--- src/hw/rtl/nps_pkg.sv ---
package nps_pkg;

    // Sizes of the point store and of the fields
    localparam int MAX_POINTS  = 1024;
    localparam int IDX_W       = $clog2(MAX_POINTS);
    localparam int CNT_W       = $clog2(MAX_POINTS + 1);
    localparam int COORD_W     = 16;
    localparam int DIFF_W      = COORD_W + 1;
    localparam int SQ_W        = 2 * COORD_W;
    localparam int DIST_W      = 34;
    localparam int KIND_W      = 2;
    localparam int POINT_W     = 3 * COORD_W;

    // Item kinds
    localparam logic [KIND_W-1:0] KIND_LOAD  = 2'd0;
    localparam logic [KIND_W-1:0] KIND_QUERY = 2'd1;
    localparam logic [KIND_W-1:0] KIND_CLEAR = 2'd2;

    // One command as it travels from the front to the back
    typedef struct packed {
        logic [KIND_W-1:0]         kind;
        logic signed [COORD_W-1:0] coord_x;
        logic signed [COORD_W-1:0] coord_y;
        logic signed [COORD_W-1:0] coord_z;
    } t_item;

endpackage

--- src/hw/rtl/nps_if.sv ---
// Command channel: load, query or clear beats
interface nps_in_if;
    logic                                valid;
    logic                                ready;
    logic [nps_pkg::KIND_W-1:0]          kind;
    logic signed [nps_pkg::COORD_W-1:0]  coord_x;
    logic signed [nps_pkg::COORD_W-1:0]  coord_y;
    logic signed [nps_pkg::COORD_W-1:0]  coord_z;

    modport source (output valid, kind, coord_x, coord_y, coord_z, input ready);
    modport sink   (input valid, kind, coord_x, coord_y, coord_z, output ready);
endinterface


--- src/hw/rtl/nps_front.sv ---
module nps_front (
    input  logic           i_clk,
    input  logic           i_rst_n,
    nps_in_if.sink         i_req,
    output logic           o_cmd_valid,
    output nps_pkg::t_item o_cmd,
    input  logic           i_cmd_pop
);

    // Two-entry command queue
    nps_pkg::t_item r_q [2];
    logic           r_wp, r_rp;
    logic [1:0]     r_cnt;
    logic           push;
    logic           pop;

    assign i_req.ready = (r_cnt != 2'd2);
    // Unused kind is accepted and dropped here
    assign push = i_req.valid && i_req.ready &&
                  (i_req.kind == nps_pkg::KIND_LOAD  ||
                   i_req.kind == nps_pkg::KIND_QUERY ||
                   i_req.kind == nps_pkg::KIND_CLEAR);
    assign pop  = i_cmd_pop && (r_cnt != 2'd0);

    assign o_cmd_valid = (r_cnt != 2'd0);
    assign o_cmd       = r_q[r_rp];

    // Queue storage
    always_ff @(posedge i_clk) begin
        if (push) begin
            r_q[r_wp] <= '{kind: i_req.kind, coord_x: i_req.coord_x,
                           coord_y: i_req.coord_y, coord_z: i_req.coord_z};
        end
    end

    // Queue pointers
    always_ff @(posedge i_clk) begin
        if (!i_rst_n) begin
            r_wp  <= 1'b0;
            r_rp  <= 1'b0;
            r_cnt <= 2'd0;
        end else begin
            if (push) r_wp <= ~r_wp;
            if (pop)  r_rp <= ~r_rp;
            r_cnt <= r_cnt + {1'b0, push} - {1'b0, pop};
        end
    end

endmodule

--- src/flat_wrapper.sv ---
// flat-port wrapper written by rule: the top's interface ports become plain ports
module nps_front_flat 
  (i_clk, i_rst_n, o_cmd_valid, o_cmd, i_cmd_pop, i_req_valid, i_req_kind, i_req_coord_x, i_req_coord_y, i_req_coord_z, i_req_ready);
  nps_in_if i_req_i ();
  input  logic i_clk;
  input  logic i_rst_n;
  output logic o_cmd_valid;
  output nps_pkg::t_item o_cmd;
  input  logic i_cmd_pop;
  input wire logic [$bits(i_req_i.valid)-1:0] i_req_valid;
  input wire logic [$bits(i_req_i.kind)-1:0] i_req_kind;
  input wire logic [$bits(i_req_i.coord_x)-1:0] i_req_coord_x;
  input wire logic [$bits(i_req_i.coord_y)-1:0] i_req_coord_y;
  input wire logic [$bits(i_req_i.coord_z)-1:0] i_req_coord_z;
  output wire logic [$bits(i_req_i.ready)-1:0] i_req_ready;
  assign i_req_i.valid = i_req_valid;
  assign i_req_i.kind = i_req_kind;
  assign i_req_i.coord_x = i_req_coord_x;
  assign i_req_i.coord_y = i_req_coord_y;
  assign i_req_i.coord_z = i_req_coord_z;
  assign i_req_ready = i_req_i.ready;
  nps_front u_core (.i_clk(i_clk), .i_rst_n(i_rst_n), .i_req(i_req_i), .o_cmd_valid(o_cmd_valid), .o_cmd(o_cmd), .i_cmd_pop(i_cmd_pop));
endmodule
--- config.mk ---
export PLATFORM = sky130hd
export DESIGN_NAME = nps_front_flat
export DESIGN_NICKNAME = d
export VERILOG_FILES = /design/src/hw/rtl/nps_pkg.sv /design/src/hw/rtl/nps_if.sv /design/src/hw/rtl/nps_front.sv /design/src/flat_wrapper.sv
export SDC_FILE = /design/constraint.sdc
export NUM_CORES = 1
export LEC_CHECK = 0
export ABC_AREA = 0
export BUFFER_PORTS_ARGS = -buffer_cell sky130_fd_sc_hd__buf_2
export CORE_ASPECT_RATIO = 0.9
export CORE_MARGIN = 3
export CORE_UTILIZATION = 51
export CTS_BUF_LIST = sky130_fd_sc_hd__clkbuf_16
export DETAILED_ROUTE_END_ITERATION = 6
export GPL_TIMING_DRIVEN = 0
export PLACE_DENSITY = 0.79
export SYNTH_ARGS = -nofsm -noshare
export SYNTH_HDL_FRONTEND = slang
export SYNTH_SLANG_ARGS = --single-unit
--- constraint.sdc ---
create_clock -name i_clk -period 6.5 [get_ports i_clk]
set_input_delay 0.65 -clock i_clk [delete_from_list [all_inputs] [get_ports i_clk]]
set_output_delay 0.65 -clock i_clk [all_outputs]
set_load 0.02 [all_outputs]
==> results of run 1 <==
==> metrics by stage <==
stage	util	instance area, um2	setup WS [ns]	hold slack, ns
floorplan	-	3860	1.39	0.481
global placement	0.626	4500	-0.725	0.494
detailed placement	0.643	4620	4.11	0.506
CTS	0.684	4910	4.15	0.500
global route	0.684	4910	4.07	0.490
finish	0.684	4910	4.21	0.509
==> critical path, cell delays in order, from the launching register on <==
cell,delay (ns)
dfxtp_1,0.31
clkbuf_1,0.17
buf_2,0.31
mux2_2,0.38
buf_2,0.16
==> Yosys cell counts <==
cell	count
mux2_2	50
nor4_1	1
ha_1	1
buf_2	5
nor3_1	4
a21bo_2	1
edfxtp_1	100
xnor2_1	2
o31a_1	1
clkbuf_1	1
nor3b_1	1
nor2_1	2
dfxtp_1	5
o21a_1	4
inv_1	3
buf_6	1
or2_2	1
nor2b_4	1
==> power by group through the flow <==
stage,combinational (W),clock [W],sequential (W)
after global routing,0.000572,0.000553,0.000850
after global placement,0.000506,0,0.000868
after floorplan,0.000360,0,0.000862
after detailed placement,0.000533,0,0.000859
final,0.000526,0.000511,0.000844
after CTS,0.000536,0.000525,0.000844
==> cells by family (layout without fill, tap and decap cells) <==
kind of cell / count (synthesis) / in the layout / synth area share
flip-flops: 105 / 105 / 0.804
multiplexers: 50 / 50 / 0.146
AO/OA/AOI/OAI: 6 / 6 / 0.0127
adder cells (fa/ha/maj): 1 / 1 / 0.00324
XOR/XNOR: 2 / 2 / 0.00454
buffers and inverters: 10 / 141 / 0.0133
AND/OR/NAND/NOR: 10 / 10 / 0.0159
==> flip-flops by register name (all words and copies together), names as in the netlist, named ones only <==
signal        flops
u_core.r_q      100
u_core.r_wp       1
u_core.r_cnt      2
u_core.r_rp       1
==> routing by layer <==
layer / vias up / global-route usage
met5: - / 0
met4: 0 / 0.0491
met3: 7 / 0.0552
met2: 73 / 0.265
met1: 983 / 0.193
li1: 973 / -
==> layout make-up <==
| type | instances | area, um2 | share of cell area |
|---|---|---|---|
| flip-flops and latches | 105 | 3100 | 0.632 |
| well taps | 93 | 116 | 0.0237 |
| plain buffers | 7 | 40.0 | 0.00815 |
| clock buffers | 9 | 225 | 0.0458 |
| multi-input cells | 69 | 713 | 0.145 |
| repair buffers | 115 | 638 | 0.130 |
| inverters | 3 | 11.3 | 0.00229 |
| clock inverters | 7 | 65.1 | 0.0132 |
==> worst max-delay path by stage <==
stage | slack, ns | to | depth (start not counted)
2_1_floorplan | 1.39 | u_core.r_q[1][0]$_DFFE_PP_ | 2
3_3_place_gp | -0.73 | u_core.r_q[1][30]$_DFFE_PP_ | 3
3_5_place_dp | 4.11 | u_core.r_q[0][1]$_DFFE_PP_ | 6
4_1_cts | 4.15 | o_cmd[3] | 4
5_1_grt | 4.07 | o_cmd[2] | 4
6_report | 4.21 | o_cmd[2] | 4
==> flow_metrics.env, run 1 <==
export IMPL_status="completed"
export IMPL_antennaDiodeCount=0
export IMPL_ir_drop_v=0.000204
export IMPL_p_int_w=0.00135
export IMPL_die_x_um=97.7
export IMPL_hold_viol=0
export IMPL_final_cells=408
export IMPL_grt_pass1_vias=2162
export IMPL_post_cts_setup_buffer_count=0
export IMPL_port_buffers=105
export IMPL_p_leak_nw=1.85
export IMPL_min_period_ns=2.29
export IMPL_hold_path_endpoint="u_core.r_q[0][15]$_DFFE_PP_"
export IMPL_fillCellCount=510
export IMPL_dp_cells=392
export IMPL_crit_type="flip-flop to primary output"
export IMPL_tightest_slew_ns=0.525
export IMPL_r2r_cells=6
export IMPL_combPwrFrac=0.280
export IMPL_yosysTopAreaCell="edfxtp_1"
export IMPL_met3_length_um=417
export IMPL_cp_end_kind="primary output"
export IMPL_io_pins=106
export IMPL_drv_cap=0
export IMPL_p_sw_frac=0.285
export IMPL_drt_met1_wl_mm=2.61
export IMPL_cts_tree="done"
export IMPL_min_path_cells=1
export IMPL_ys_seq_area_frac=0.804
export IMPL_grt_overflow=0
export IMPL_power_frac_clock=0.272
export IMPL_cts_buffers=9
export IMPL_switchingPower_w=0.000536
export IMPL_syn_num_nets=239
export IMPL_antenna_found_initial=0
export IMPL_die_h_um=88.5
export IMPL_holdCritStartpoint="i_req_coord_z[15]"
export IMPL_cp_data_arrival_time_ns=1.64
export IMPL_hold_buffers=0
export IMPL_cts_root_buffer="clkbuf_16"
export IMPL_wl_met2_mm=3.30
export IMPL_synth_seq_cells=105
export IMPL_routabilityCongestion=0.707
export IMPL_timing_rr_end="u_core.r_q[0][7]$_DFFE_PP_"
export IMPL_cp_start_kind="flip-flop"
export IMPL_drtIter0Drc=58
export IMPL_synthCells=184
export IMPL_top_layer="met4"
export IMPL_slew_viol_final=0
export IMPL_clk_latency_ns=0.33
export IMPL_setup_viol=0
export IMPL_r2r_start="u_core.r_cnt[1]$_SDFF_PN0_"
export IMPL_totalWireLength_mm=6.40
export IMPL_r2r_setup_slack_ns=4.58
export IMPL_clockBufferDepth=2
export IMPL_wl_per_cell_um=15.7
export IMPL_synthTopCellsByArea="edfxtp_1, mux2_2, dfxtp_1"
export IMPL_cts_sinks=105
export IMPL_rsz0062_at_grt="no"
export IMPL_timing_fmax_ghz=0.436
export IMPL_ant_nets=0
export IMPL_min_period_over_period=0.352
export IMPL_grt_pass1_wl_mm=10.3
export IMPL_max_slew_margin_rel=0.648
export IMPL_track_usage=0.157
export IMPL_yosysWarnings=0
export IMPL_avgSynthCellArea_um2=21.0
export IMPL_power_density_nw_per_um2=383
export IMPL_final_common_cell="buf_2"
export IMPL_drt_vias_per_instance=4.99
export IMPL_drcViolationCount=0
export IMPL_pwr_share_seq=0.448
export IMPL_die_area_um2=8640
export IMPL_mostFrequentLayoutCells="buf_2, edfxtp_1, mux2_2"
export IMPL_total_power_w=0.00188
export IMPL_area_growth_pct=27.3
export IMPL_synth_top_area_frac=0.778
export IMPL_syn_area_um2=3860
export IMPL_rows=29
export IMPL_cp_required_ns=5.85
export IMPL_firstDrtPassIters=4
export IMPL_ys_types=18
export IMPL_h_tree_depth=3
export IMPL_cts_resized=0
export IMPL_final_setup_tns_ns=0
export IMPL_skew_ns=0.00677
export IMPL_start_util=0.537
export IMPL_grt_max_degree=18
export IMPL_dpl_hpwl_mm=4.64
export IMPL_clk_pin_slew_worst_paths_ns=0.06
export IMPL_nets=365
export IMPL_worst_path_max_fanout=10
export IMPL_dr_total_vias=2036
export IMPL_drive_gt1_frac=0.603
export IMPL_hold_class="primary input to flip-flop"
export IMPL_coreArea_um2=7180
Power figures use the tool's default switching activity.
==> run 2: changes to the inputs <==
Clock period 6.5 ns to 2.3 ns, I/O delays scaled along.
==> run 2 against run 1 <==
Against the previous run: setup slack got worse by 3.8 ns; power increased to 2.8 times the previous value; first-iteration DRC count increased by 47%; clock skew decreased by 0.0028 ns; worst hold slack got worse by 0.43 ns; register-to-register slack got worse by 4.1 ns; critical path depth unchanged; non-clock buffer count decreased by 4; core utilization about the same; largest power group unchanged.
==> flow_metrics.env, run 2 (synthesized netlist as in run 1, its figures left out) <==
export IMPL_cts_buffers=9
export IMPL_crit_chain="clkbuf_1, buf_2, mux2_2, buf_2"
export IMPL_holdCritStartpoint="i_req_coord_x[9]"
export IMPL_switchingPower_w=0.00155
export IMPL_drive_gt1_frac=0.605
export IMPL_min_period_over_period=0.843
export IMPL_cts_root_buffer="clkbuf_16"
export IMPL_grt_pass1_wl_mm=10.4
export IMPL_track_usage=0.160
export IMPL_r2r_start="u_core.r_cnt[0]$_SDFF_PN0_"
export IMPL_h_tree_depth=3
export IMPL_clockBufferDepth=2
export IMPL_timing_rr_end="u_core.r_q[0][29]$_DFFE_PP_"
export IMPL_status="completed"
export IMPL_max_slew_margin_rel=0.566
export IMPL_hold_path_endpoint="u_core.r_q[0][41]$_DFFE_PP_"
export IMPL_crit_type="flip-flop to primary output"
export IMPL_rsz0062_at_grt="no"
export IMPL_r2r_cells=5
export IMPL_hold_buffers=0
export IMPL_p_sw_frac=0.294
export IMPL_ir_drop_v=0.000685
export IMPL_hold_ws_ns=0.0823
export IMPL_drtIter0Drc=85
export IMPL_antennaDiodeCount=0
export IMPL_dpl_hpwl_mm=4.59
export IMPL_fin_area_um2=4910
export IMPL_drt_vias_per_instance=4.95
export IMPL_clk_pin_slew_worst_paths_ns=0.07
export IMPL_cp_data_arrival_time_ns=1.71
export IMPL_mostFrequentLayoutCells="buf_2, edfxtp_1, mux2_2"
export IMPL_clk_latency_ns=0.33
export IMPL_top_regs="u_core.r_q (100), u_core.r_cnt (2)"
export IMPL_setup_viol=0
export IMPL_grt_max_degree=20
export IMPL_total_power_w=0.00527
export IMPL_cp_required_ns=2.07
export IMPL_hold_class="primary input to flip-flop"
export IMPL_die_h_um=88.5
export IMPL_largest_register="u_core.r_q"
export IMPL_ant_nets=0
export IMPL_worst_path_most_repeated_cell="buf_2"
export IMPL_final_common_cell="buf_2"
export IMPL_slew_viol_final=0
export IMPL_start_util=0.537
export IMPL_wl_per_cell_um=16.1
export IMPL_largest_reg_flops=100
export IMPL_p_int_w=0.00372
export IMPL_skew_ns=0.00393
export IMPL_combPwrFrac=0.288
export IMPL_cts_tree="done"
export IMPL_nets=361
export IMPL_power_density_nw_per_um2=1070
export IMPL_r2r_setup_slack_ns=0.45
export IMPL_coreArea_um2=7180
export IMPL_drv_cap=0
export IMPL_port_buffers=105
export IMPL_hold_viol=0
export IMPL_drcViolationCount=0
export IMPL_die_x_um=97.7
export IMPL_antenna_found_initial=0
export IMPL_rows=29
export IMPL_slowest_delay_ns=0.39
export IMPL_grt_overflow=0
export IMPL_min_period_ns=1.94
export IMPL_timing_fmax_ghz=0.516
export IMPL_pwr_share_seq=0.453
export IMPL_cp_slowest_cell="mux2_2"
export IMPL_cp_start_kind="flip-flop"
export IMPL_crit_family="buffers and inverters"
export IMPL_io_pins=106
export IMPL_routabilityCongestion=0.721
export IMPL_p_leak_nw=1.83
export IMPL_cp_end_kind="primary output"
export IMPL_firstDrtPassIters=4
export IMPL_worst_path_max_fanout=10
export IMPL_cts_sinks=105
export IMPL_min_path_cells=1
export IMPL_tightest_slew_ns=0.648
export IMPL_post_cts_setup_buffer_count=0
export IMPL_grt_pass1_vias=2128
export IMPL_dr_total_vias=1998
export IMPL_die_area_um2=8640
export IMPL_post_dp_cell_area_um2=4640
export IMPL_cts_resized=0
export IMPL_finish_utilization=0.684
export IMPL_totalWireLength_mm=6.51
export IMPL_power_frac_clock=0.259
export IMPL_path_buf_inv=3
export IMPL_area_growth_pct=27.3
==> run 2: layout make-up <==
type	instances	area (um2)
fill	515	2270
tap	93	116
timing repair buffer	111	641
inverter	3	11.3
multi-input combinational	69	726
clock buffer	9	225
clock inverter	7	47.5
sequential	105	3100
buffer	7	40.0
==> run 2: layer usage <==
metal | GRT usage | routed length [um] | vias to the layer above
li1 | - | - | 964
met1 | 0.190 | 2620 | 958
met2 | 0.281 | 3400 | 69
met3 | 0.0465 | 410 | 7
met4 | 0.0642 | 85 | 0
met5 | 0 | 0 | -
==> run 2: power by group through the flow <==
stage,registers (W),clock network (W),logic [W]
after floorplan,0.00242,0,0.00103
after global placement,0.00243,0,0.00144
after detailed placement,0.00243,0,0.00153
after CTS,0.00239,0.00141,0.00154
after global routing,0.00241,0.00148,0.00163
final,0.00239,0.00136,0.00151
==> run 2: worst register-to-register path, stage by stage (launching register included) <==
cell     delay (ns)
dfxtp_1        0.41
nor2b_4        0.06
buf_6          0.14
nor3_4         0.55
buf_8          0.24
buf_16         0.16
==> run 2: per-stage QoR <==
stage | setup slack, ns | instances | setup TNS (ns)
after floorplan | 0.00105 | 184 | 0
final | 0.360 | 404 | 0
after detailed placement | 0.351 | 388 | 0
after global routing | 0.247 | 404 | 0
after global placement | -0.801 | 382 | -71.87
after CTS | 0.308 | 404 | 0
==> run 2: how the worst max path moves through the flow <==
stage                                from                          end  cells after the start
4_1_cts                         flip-flop                     o_cmd[7]                      4
5_1_grt                         flip-flop                     o_cmd[7]                      4
3_5_place_dp                i_req_kind[0]  u_core.r_q[1][38]$_DFFE_PP_                      5
6_report                        flip-flop                     o_cmd[7]                      4
3_3_place_gp                i_req_kind[0]  u_core.r_q[1][17]$_DFFE_PP_                      3
2_1_floorplan  u_core.r_cnt[1]$_SDFF_PN0_   u_core.r_q[1][0]$_DFFE_PP_                      3
